==> src/rtl/core/stt_pkg.sv <==
// ----------------------------------------------------------------------------
// stt_pkg: shared types and codes of the software timer table
// Request and result layouts, command and status codes, and the command
// bundle from the controller to the datapath.
// ----------------------------------------------------------------------------
package stt_pkg;

    // command codes
    localparam logic [1:0] CMD_ONESHOT  = 2'd0;
    localparam logic [1:0] CMD_PERIODIC = 2'd1;
    localparam logic [1:0] CMD_CANCEL   = 2'd2;
    localparam logic [1:0] CMD_RUN      = 2'd3;

    // status codes
    localparam logic [2:0] ST_SCHEDULED = 3'd0;
    localparam logic [2:0] ST_FULL      = 3'd1;
    localparam logic [2:0] ST_CANCELLED = 3'd2;
    localparam logic [2:0] ST_FIRED     = 3'd3;
    localparam logic [2:0] ST_WAIT      = 3'd4;
    localparam logic [2:0] ST_NONE      = 3'd5;

    // largest reported wait
    localparam logic [30:0] WAIT_MAX = '1;

    typedef struct packed {
        logic [1:0]  command;
        logic [47:0] now_ms;
        logic [31:0] span_ms;
        logic [31:0] target_id;
    } t_in_item;

    typedef struct packed {
        logic [2:0]  status;
        logic [31:0] result_id;
        logic [30:0] wait_ms;
    } t_out_item;

    // controller to datapath
    typedef struct packed {
        logic load;     // capture the request, clear scan results
        logic rd_en;    // read the slot at the scan address
        logic finish;   // write the result and update the table
    } t_ctl_cmd;

endpackage

==> src/rtl/core/stt_ctrl.sv <==
// ----------------------------------------------------------------------------
// stt_ctrl: sequencer of the software timer table
// Takes one request, walks the slot memory one address a cycle, then waits
// for room in the result register and issues the finish step.
// ----------------------------------------------------------------------------
module stt_ctrl
    import stt_pkg::*;
#(
    parameter int TIMER_SLOTS = 16,
    parameter int IW = (TIMER_SLOTS > 1) ? $clog2(TIMER_SLOTS) : 1
) (
    input  logic          i_clk,
    input  logic          i_rst_n,
    input  logic          i_in_valid,
    output logic          o_in_stall,
    input  logic          i_out_free,
    output t_ctl_cmd      o_ctl,
    output logic [IW-1:0] o_rd_addr
);

    localparam int CW = $clog2(TIMER_SLOTS + 1);

    localparam logic [1:0] S_IDLE   = 2'd0;
    localparam logic [1:0] S_SCAN   = 2'd1;
    localparam logic [1:0] S_FINISH = 2'd2;

    logic [1:0]    r_state, n_state;
    logic [CW-1:0] r_idx, n_idx;
    logic          scan_last;

    assign scan_last = (r_idx == CW'(TIMER_SLOTS));

    // next state and commands
    always_comb begin
        n_state      = r_state;
        n_idx        = r_idx;
        o_ctl.load   = 1'b0;
        o_ctl.rd_en  = 1'b0;
        o_ctl.finish = 1'b0;
        unique case (r_state)
            S_IDLE: begin
                if (i_in_valid) begin
                    o_ctl.load = 1'b1;
                    n_idx      = '0;
                    n_state    = S_SCAN;
                end
            end
            S_SCAN: begin
                // last read data is evaluated in the cycle after the last read
                if (scan_last) begin
                    n_state = S_FINISH;
                end else begin
                    o_ctl.rd_en = 1'b1;
                    n_idx       = r_idx + 1'b1;
                end
            end
            S_FINISH: begin
                if (i_out_free) begin
                    o_ctl.finish = 1'b1;
                    n_state      = S_IDLE;
                end
            end
            default: begin
                n_state = S_IDLE;
            end
        endcase
    end

    // state registers
    always_ff @(posedge i_clk) begin
        if (!i_rst_n) begin
            r_state <= S_IDLE;
            r_idx   <= '0;
        end else begin
            r_state <= n_state;
            r_idx   <= n_idx;
        end
    end

    assign o_in_stall = (r_state != S_IDLE);
    assign o_rd_addr  = r_idx[IW-1:0];

endmodule

==> src/rtl/core/stt_dpath.sv <==
// ----------------------------------------------------------------------------
// stt_dpath: slot storage and scan logic of the software timer table
// Holds the slot memories and valid bits, tracks free, matching and earliest
// slots during a scan, and builds the result and table update at the end.
// ----------------------------------------------------------------------------
module stt_dpath
    import stt_pkg::*;
#(
    parameter int TIMER_SLOTS = 16,
    parameter int IW = (TIMER_SLOTS > 1) ? $clog2(TIMER_SLOTS) : 1
) (
    input  logic          i_clk,
    input  logic          i_rst_n,
    input  t_in_item      i_in_data,
    input  t_ctl_cmd      i_ctl,
    input  logic [IW-1:0] i_rd_addr,
    input  logic          i_out_stall,
    output logic          o_out_free,
    output logic          o_out_valid,
    output t_out_item     o_out_data
);

    // slot memories
    logic [31:0] mem_id  [TIMER_SLOTS];
    logic [47:0] mem_due [TIMER_SLOTS];
    logic [31:0] mem_per [TIMER_SLOTS];

    logic [TIMER_SLOTS-1:0] r_valid;
    logic [31:0]            r_next_id;
    t_in_item               r_item;

    // read stage
    logic          r_rd_en;
    logic [IW-1:0] r_rd_idx;
    logic          r_rd_vld;
    logic [31:0]   r_rd_id;
    logic [47:0]   r_rd_due;
    logic [31:0]   r_rd_per;

    // scan results
    logic          r_same_hit, r_free_hit, r_best_hit;
    logic [IW-1:0] r_same_idx, r_free_idx, r_best_idx;
    logic [47:0]   r_best_due;
    logic [31:0]   r_best_id;
    logic [31:0]   r_best_per;

    logic          r_out_valid;
    t_out_item     r_out_data;

    logic          is_sched, is_cancel, is_run;
    logic          take_same, take_free, take_best, cancel_hit;
    logic          pick_hit;
    logic [IW-1:0] pick_idx;
    logic [48:0]   sched_sum, rearm_sum;
    logic [47:0]   sched_due, rearm_due;
    logic          is_due;
    logic [47:0]   diff;
    logic [30:0]   wait_val;
    logic          do_sched, do_fire, do_rearm, do_free;
    logic [IW-1:0] due_addr;
    logic [47:0]   due_data;
    t_out_item     n_out;

    assign is_sched  = (r_item.command == CMD_ONESHOT) || (r_item.command == CMD_PERIODIC);
    assign is_cancel = (r_item.command == CMD_CANCEL);
    assign is_run    = (r_item.command == CMD_RUN);

    // request capture
    always_ff @(posedge i_clk) begin
        if (i_ctl.load) begin
            r_item <= i_in_data;
        end
    end

    // registered memory read
    always_ff @(posedge i_clk) begin
        if (i_ctl.rd_en) begin
            r_rd_idx <= i_rd_addr;
            r_rd_vld <= r_valid[i_rd_addr];
            r_rd_id  <= mem_id[i_rd_addr];
            r_rd_due <= mem_due[i_rd_addr];
            r_rd_per <= mem_per[i_rd_addr];
        end
    end

    always_ff @(posedge i_clk) begin
        if (!i_rst_n) begin
            r_rd_en <= 1'b0;
        end else begin
            r_rd_en <= i_ctl.rd_en;
        end
    end

    // per-slot evaluation of the read data
    assign take_same  = r_rd_en && is_sched && r_rd_vld && (r_rd_id == r_next_id) && !r_same_hit;
    assign take_free  = r_rd_en && is_sched && !r_rd_vld && !r_free_hit;
    assign take_best  = r_rd_en && is_run && r_rd_vld &&
                        (!r_best_hit || (r_rd_due < r_best_due) ||
                         ((r_rd_due == r_best_due) && (r_rd_id < r_best_id)));
    assign cancel_hit = r_rd_en && is_cancel && r_rd_vld && (r_rd_id == r_item.target_id);

    // scan flags
    always_ff @(posedge i_clk) begin
        if (!i_rst_n) begin
            r_same_hit <= 1'b0;
            r_free_hit <= 1'b0;
            r_best_hit <= 1'b0;
        end else if (i_ctl.load) begin
            r_same_hit <= 1'b0;
            r_free_hit <= 1'b0;
            r_best_hit <= 1'b0;
        end else begin
            if (take_same) r_same_hit <= 1'b1;
            if (take_free) r_free_hit <= 1'b1;
            if (take_best) r_best_hit <= 1'b1;
        end
    end

    // scan payload
    always_ff @(posedge i_clk) begin
        if (take_same) begin
            r_same_idx <= r_rd_idx;
        end
        if (take_free) begin
            r_free_idx <= r_rd_idx;
        end
        if (take_best) begin
            r_best_idx <= r_rd_idx;
            r_best_due <= r_rd_due;
            r_best_id  <= r_rd_id;
            r_best_per <= r_rd_per;
        end
    end

    // finish step: schedule target and saturating due times
    assign pick_hit  = r_same_hit || r_free_hit;
    assign pick_idx  = r_same_hit ? r_same_idx : r_free_idx;
    assign sched_sum = {1'b0, r_item.now_ms} + {17'd0, r_item.span_ms};
    assign sched_due = sched_sum[48] ? '1 : sched_sum[47:0];
    assign rearm_sum = {1'b0, r_best_due} + {17'd0, r_best_per};
    assign rearm_due = rearm_sum[48] ? '1 : rearm_sum[47:0];

    // finish step: due check and saturated wait
    assign is_due   = (r_best_due <= r_item.now_ms);
    assign diff     = r_best_due - r_item.now_ms;
    assign wait_val = (diff > {17'd0, WAIT_MAX}) ? WAIT_MAX : diff[30:0];

    assign do_sched = i_ctl.finish && is_sched && pick_hit;
    assign do_fire  = i_ctl.finish && is_run && r_best_hit && is_due;
    assign do_rearm = do_fire && (r_best_per != 32'd0);
    assign do_free  = do_fire && (r_best_per == 32'd0);
    assign due_addr = do_sched ? pick_idx : r_best_idx;
    assign due_data = do_sched ? sched_due : rearm_due;

    // memory writes
    always_ff @(posedge i_clk) begin
        if (do_sched || do_rearm) begin
            mem_due[due_addr] <= due_data;
        end
        if (do_sched) begin
            mem_id[pick_idx]  <= r_next_id;
            mem_per[pick_idx] <= (r_item.command == CMD_PERIODIC) ? r_item.span_ms : 32'd0;
        end
    end

    // valid bits and id counter
    always_ff @(posedge i_clk) begin
        if (!i_rst_n) begin
            r_valid   <= '0;
            r_next_id <= '0;
        end else begin
            if (cancel_hit) begin
                r_valid[r_rd_idx] <= 1'b0;
            end
            if (do_sched) begin
                r_valid[pick_idx] <= 1'b1;
                r_next_id         <= r_next_id + 32'd1;
            end
            if (do_free) begin
                r_valid[r_best_idx] <= 1'b0;
            end
        end
    end

    // result decode
    always_comb begin
        n_out = '0;
        unique case (r_item.command) inside
            CMD_ONESHOT, CMD_PERIODIC: begin
                if (pick_hit) begin
                    n_out.status    = ST_SCHEDULED;
                    n_out.result_id = r_next_id;
                end else begin
                    n_out.status    = ST_FULL;
                end
            end
            CMD_CANCEL: begin
                n_out.status = ST_CANCELLED;
            end
            CMD_RUN: begin
                if (!r_best_hit) begin
                    n_out.status = ST_NONE;
                end else if (!is_due) begin
                    n_out.status  = ST_WAIT;
                    n_out.wait_ms = wait_val;
                end else begin
                    n_out.status    = ST_FIRED;
                    n_out.result_id = r_best_id;
                end
            end
            default: begin
                n_out = '0;
            end
        endcase
    end

    // result register
    always_ff @(posedge i_clk) begin
        if (!i_rst_n) begin
            r_out_valid <= 1'b0;
        end else if (i_ctl.finish) begin
            r_out_valid <= 1'b1;
        end else if (!i_out_stall) begin
            r_out_valid <= 1'b0;
        end
    end

    always_ff @(posedge i_clk) begin
        if (i_ctl.finish) begin
            r_out_data <= n_out;
        end
    end

    assign o_out_free  = !r_out_valid || !i_out_stall;
    assign o_out_valid = r_out_valid;
    assign o_out_data  = r_out_data;

endmodule

==> src/rtl/core/software_timer_table.sv <==
// ----------------------------------------------------------------------------
// software_timer_table: table of one-shot and periodic timers
// Schedules, cancels and fires timers held in TIMER_SLOTS slots.
// ----------------------------------------------------------------------------
// Each request (schedule, cancel or run) goes through a scan, which reads one
// slot per cycle from the single read port of the slot memory, then the
// evaluation of the last registered read, the table update, and the idle
// state in which the next request is taken. One request is worked on at a
// time; the result waits in an output register, so a new request is taken
// while the previous result is still stalled, and only the final update step
// waits for that register to empty. Valid bits are cleared by reset; no
// clearing pass.
// ----------------------------------------------------------------------------
module software_timer_table
    import stt_pkg::*;
#(
    parameter int TIMER_SLOTS = 16
) (
    input  logic      i_clk,
    input  logic      i_rst_n,
    input  logic      i_in_valid,
    output logic      o_in_stall,
    input  t_in_item  i_in_data,
    output logic      o_out_valid,
    input  logic      i_out_stall,
    output t_out_item o_out_data
);

    localparam int IW = (TIMER_SLOTS > 1) ? $clog2(TIMER_SLOTS) : 1;

    t_ctl_cmd      ctl;
    logic [IW-1:0] rd_addr;
    logic          out_free;

    // sequencer
    stt_ctrl #(
        .TIMER_SLOTS (TIMER_SLOTS),
        .IW          (IW)
    ) u_ctrl (
        .i_clk      (i_clk),
        .i_rst_n    (i_rst_n),
        .i_in_valid (i_in_valid),
        .o_in_stall (o_in_stall),
        .i_out_free (out_free),
        .o_ctl      (ctl),
        .o_rd_addr  (rd_addr)
    );

    // slot storage and scan
    stt_dpath #(
        .TIMER_SLOTS (TIMER_SLOTS),
        .IW          (IW)
    ) u_dpath (
        .i_clk       (i_clk),
        .i_rst_n     (i_rst_n),
        .i_in_data   (i_in_data),
        .i_ctl       (ctl),
        .i_rd_addr   (rd_addr),
        .i_out_stall (i_out_stall),
        .o_out_free  (out_free),
        .o_out_valid (o_out_valid),
        .o_out_data  (o_out_data)
    );

endmodule

==> config.mk <==
export PLATFORM = sky130hd
export DESIGN_NAME = software_timer_table
export DESIGN_NICKNAME = d
export VERILOG_FILES = /design/src/rtl/core/stt_pkg.sv /design/src/rtl/core/stt_ctrl.sv /design/src/rtl/core/stt_dpath.sv /design/src/rtl/core/software_timer_table.sv
export SDC_FILE = /design/constraint.sdc
export NUM_CORES = 2
export LEC_CHECK = 0
export BUFFER_PORTS_ARGS = -buffer_cell sky130_fd_sc_hd__buf_2
export CAP_MARGIN = 20
export CORE_MARGIN = 3
export CORE_UTILIZATION = 50
export DETAILED_ROUTE_END_ITERATION = 7
export MAX_ROUTING_LAYER = met4
export PLACE_DENSITY_LB_ADDON = 0.2
export SLEW_MARGIN = 20
export SYNTH_ARGS = -nofsm -noshare
export SYNTH_HDL_FRONTEND = slang
export SYNTH_SLANG_ARGS = --single-unit
==> constraint.sdc <==
create_clock -name i_clk -period 12.9 [get_ports i_clk]
set_clock_uncertainty 0.2 [all_clocks]
set_input_delay 0.645 -clock i_clk [delete_from_list [all_inputs] [get_ports i_clk]]
set_output_delay 0.645 -clock i_clk [all_outputs]
set_load 0.01 [all_outputs]
==> summary.md <==
| Metric | Value |
|---|---|
| Clock tree from TritonCTS | yes |
| Most frequent cells in the layout | 2,213 x edfxtp_1, 565 x mux4_2, 224 x clkbuf_16 |
| Synth Cell Area | 94,320 µm² |
| Net Sw Frac | 21.09% |
| Tmin final | 5.692 ns |
| Worst path max stage delay | 0.82 ns |
| Critical path's top delay family | simple AND/OR/NAND/NOR gates |
| Clk buf depth | 3 |
| NetSw | 0.003247 W |
| Worst VDD drop | 0.1392 mV |
| Max-Cap Viols | 0 |
| H-tree levels | 4 |
| Setup violations, final | 0 |
| Worst Tran Pin Value | 1.259 ns |
| Endpoint class of the critical path | flop |
| Crit path kind | reg -> reg |
| Final hold vios | 0 |
| Comb power frac | 4.4% |
| Cell chain of the critical path | inv_1, ha_1, nand4_1, nor2_1, nand2_1, or3_1, nor3_2, o2111ai_1, nor4_1, or3_4, buf_4 |
| Worst-path fanout max | 40 |
| Detailed placement HPWL | 155,300 µm |
| Die Wd | 440.3 µm |
| Die Span Y | 440.3 µm |
| Row cnt | 158 |
| Post-Place Cells | 7,566 |
| Worst slew margin | 14.96% |
| Count of pins over their slew limit | 0 |
| Hold crit path type | reg -> reg |
| Vias in the first global route | 51,634 |
| Via count | 50,702 |
| Finished layout cell area | 107,400 µm² |
| Clk Latency, worst-skew pair | 0.87 ns |
| ANT nets after route | 0 |
| Fin crit share | 44.12% |
| First-pass GRT wire length | 366,800 µm |
| Hold WS | 0.2211 ns |
| Setup_tns | 0 ns |
| Outcome | complete, no violations |
| Critical Path RT | 13.20 ns |
| GP Congestion | 1.033 |
| Clock transition at path regs | 0.07 ns |
| F_max | 175.7 MHz |
| Share of cells above drive strength 1 | 22.80% |
| Clock root buffer | clkbuf_16 |
| Initial antenna violation count | 7 |
| Unique masters post-synth | 80 |
| I/O pins | 186 |
| Reported leakage power | 36.34 nW |
| Arrival time worst endpoint | 5.99 ns |
| CP Buf/Inv Count | 2 |
| CTS buffer count | 223 |
| Ys Warns | 0 |
| #FFs+latches synth | 2,273 |
| Seq pwr share | 53.0% |
| Port bufs | 185 |
| Cell Area, Placed | 98,740 µm² |
| Power per cell area | 143.3 nW/µm² |
| Die ar. | 193,900 µm² |
| Yosys top cell area share | 70.46% |
| EDFF count, synth | 2,213 |
| Post-synth ARST share | 0% |
| GR Overflow Total | 0 |
| P_int | 0.01215 W |
| Final wirelength | 254,800 µm |
| Core Footprint | 186,400 µm² |
| Filler cell count | 13,801 |
| Residual DRC count | 0 |
| Syn Nets | 5,314 |
| Post-Syn Instances | 4,999 |
| Main synth FF type | edfxtp_1 |
| Non-filler instance count after layout | 8,115 |
| Drt wl/cell | 31.40 µm |
| Syn Area/Cell | 18.87 µm² |
| Total setup buffers inserted after CTS | 0 |
| Via-to-Cell Ratio | 6.248 |
| Slowest-stage cell, CP | nor4_1 |
| Sequential share of the synthesized area | 71.73% |
| Clock Sinks | 2,273 |
| First-pass iteration count of the detailed router | 6 |
| RSZ-0062 raised after global routing | false |
| Initial Utilization | 50.59% |
| Final Power | 0.01539 W |
| Initial DRC count | 5,503 |
| Final nets | 5,757 |
| Area added between synthesis and finish | 13.91% |
| Top cells by area, synth | edfxtp_1 70%, mux4_2 13%, ha_1 2.6% |
| CP Launch Type | flop |
| Total GRT Usage | 27.25% |
| Leading area contributor after synthesis | edfxtp_1 |
| Most common cell after layout, fill and taps aside | edfxtp_1 |
| Maximum number of pins on one net before global-route repair | 141 |
| Clock share of power | 42.6% |
## power by group through the flow
stage	logic (W)	clock network (W)	registers, W
after floorplan	0.000432	0	0.00828
after global placement	0.000635	0	0.00832
after detailed placement	0.000641	0	0.00832
after CTS	0.000672	0.00667	0.00816
after global routing	0.000725	0.00696	0.00816
final	0.000675	0.00656	0.00816
## layer usage
metal | vias to the layer above | GRT usage (%) | wire length, µm
li1 | 21389 | - | -
met1 | 26794 | 36.20 | 102900
met2 | 2046 | 43.29 | 124900
met3 | 473 | 3.578 | 15830
met4 | 0 | 10.59 | 11280
met5 | - | - | 0
## worst paths after layout
path                                        startpoint               endpoint  slack, ns  depth (start not counted)
worst max-delay path            u_dpath.r_best_due[47]  u_dpath.r_best_id[26]       7.21                         11
worst min-delay path               u_dpath.r_rd_per[1]  u_dpath.r_best_per[1]       0.22                          0
worst max register to register  u_dpath.r_best_due[47]  u_dpath.r_best_id[26]       7.21                         11
worst min register to register     u_dpath.r_rd_per[1]  u_dpath.r_best_per[1]       0.22                          0
## cell type report
cell class                 count  area (µm²)  share of cell area [%]
antenna                        3       7.507                0.006987
tap                         2480        3103                   2.888
timing repair buffer         427        3060                   2.849
inverter                     174       659.4                  0.6137
clock inverter               146        1602                   1.491
multi-input combinational   2343       25520                   23.76
sequential                  2273       67670                   62.98
clock buffer                 269        5814                   5.412
## timing repair
item                                   in CTS  in global routing
gates resized for setup                     0                  0
endpoints found under the hold margin     115                  0
hold buffers                              115                  0
## sequential cells by signal (all words and copies together) (netlist names), 2 cells and up
register	count
u_dpath.r_best_idx	4
u_dpath.r_best_per	32
u_dpath.r_same_idx	4
u_dpath.mem_id	512
u_dpath.r_best_id	32
u_dpath.r_rd_per	32
u_dpath.r_rd_idx	4
u_dpath.r_valid	16
u_dpath.r_item	114
u_ctrl.r_state	2
u_dpath.mem_per	512
u_dpath.r_rd_id	32
u_dpath.r_free_idx	4
u_dpath.r_rd_due	48
u_ctrl.r_idx	5
u_dpath.r_next_id	32
u_dpath.r_best_due	48
u_dpath.o_out_data	66
u_dpath.mem_due	768
## cell families (layout without fill, tap and decap cells)
kind of cell / count (synthesis) / after routing / synth area share (%)
AOI/OAI and AO/OA: 693 / 693 / 4.910
xor gates and xnor gates: 192 / 192 / 1.783
adders and majority gates: 197 / 197 / 2.637
buffers and inverters: 383 / 1016 / 1.589
DFF: 2273 / 2273 / 71.73
muxes: 573 / 573 / 13.58
other: 0 / 3 / 0
and+or+nand+nor: 688 / 688 / 3.772
## cell usage after synthesis, drive strengths merged (28+ instances only)
master,count
inv,174
ha,194
dfxtp,60
nand4,64
nor2,151
a22oi,41
a21o,82
buf,65
a31oi,51
a21oi,158
nand2b,28
xor2,72
xnor2,120
and2,72
nor4,33
nor3,34
clkbuf,144
mux4,565
edfxtp,2213
a22o,30
nand3,47
o21ai,117
nand2,150
## through the flow
stage	utilization [%]	worst slack [ns]
after global routing	57.63	7.112
after floorplan	-	5.342
after detailed placement	52.96	7.340
after global placement	52.85	7.049
after CTS	57.56	7.341
final	57.63	7.208
Note: power is estimated with default switching activity, not from simulation.
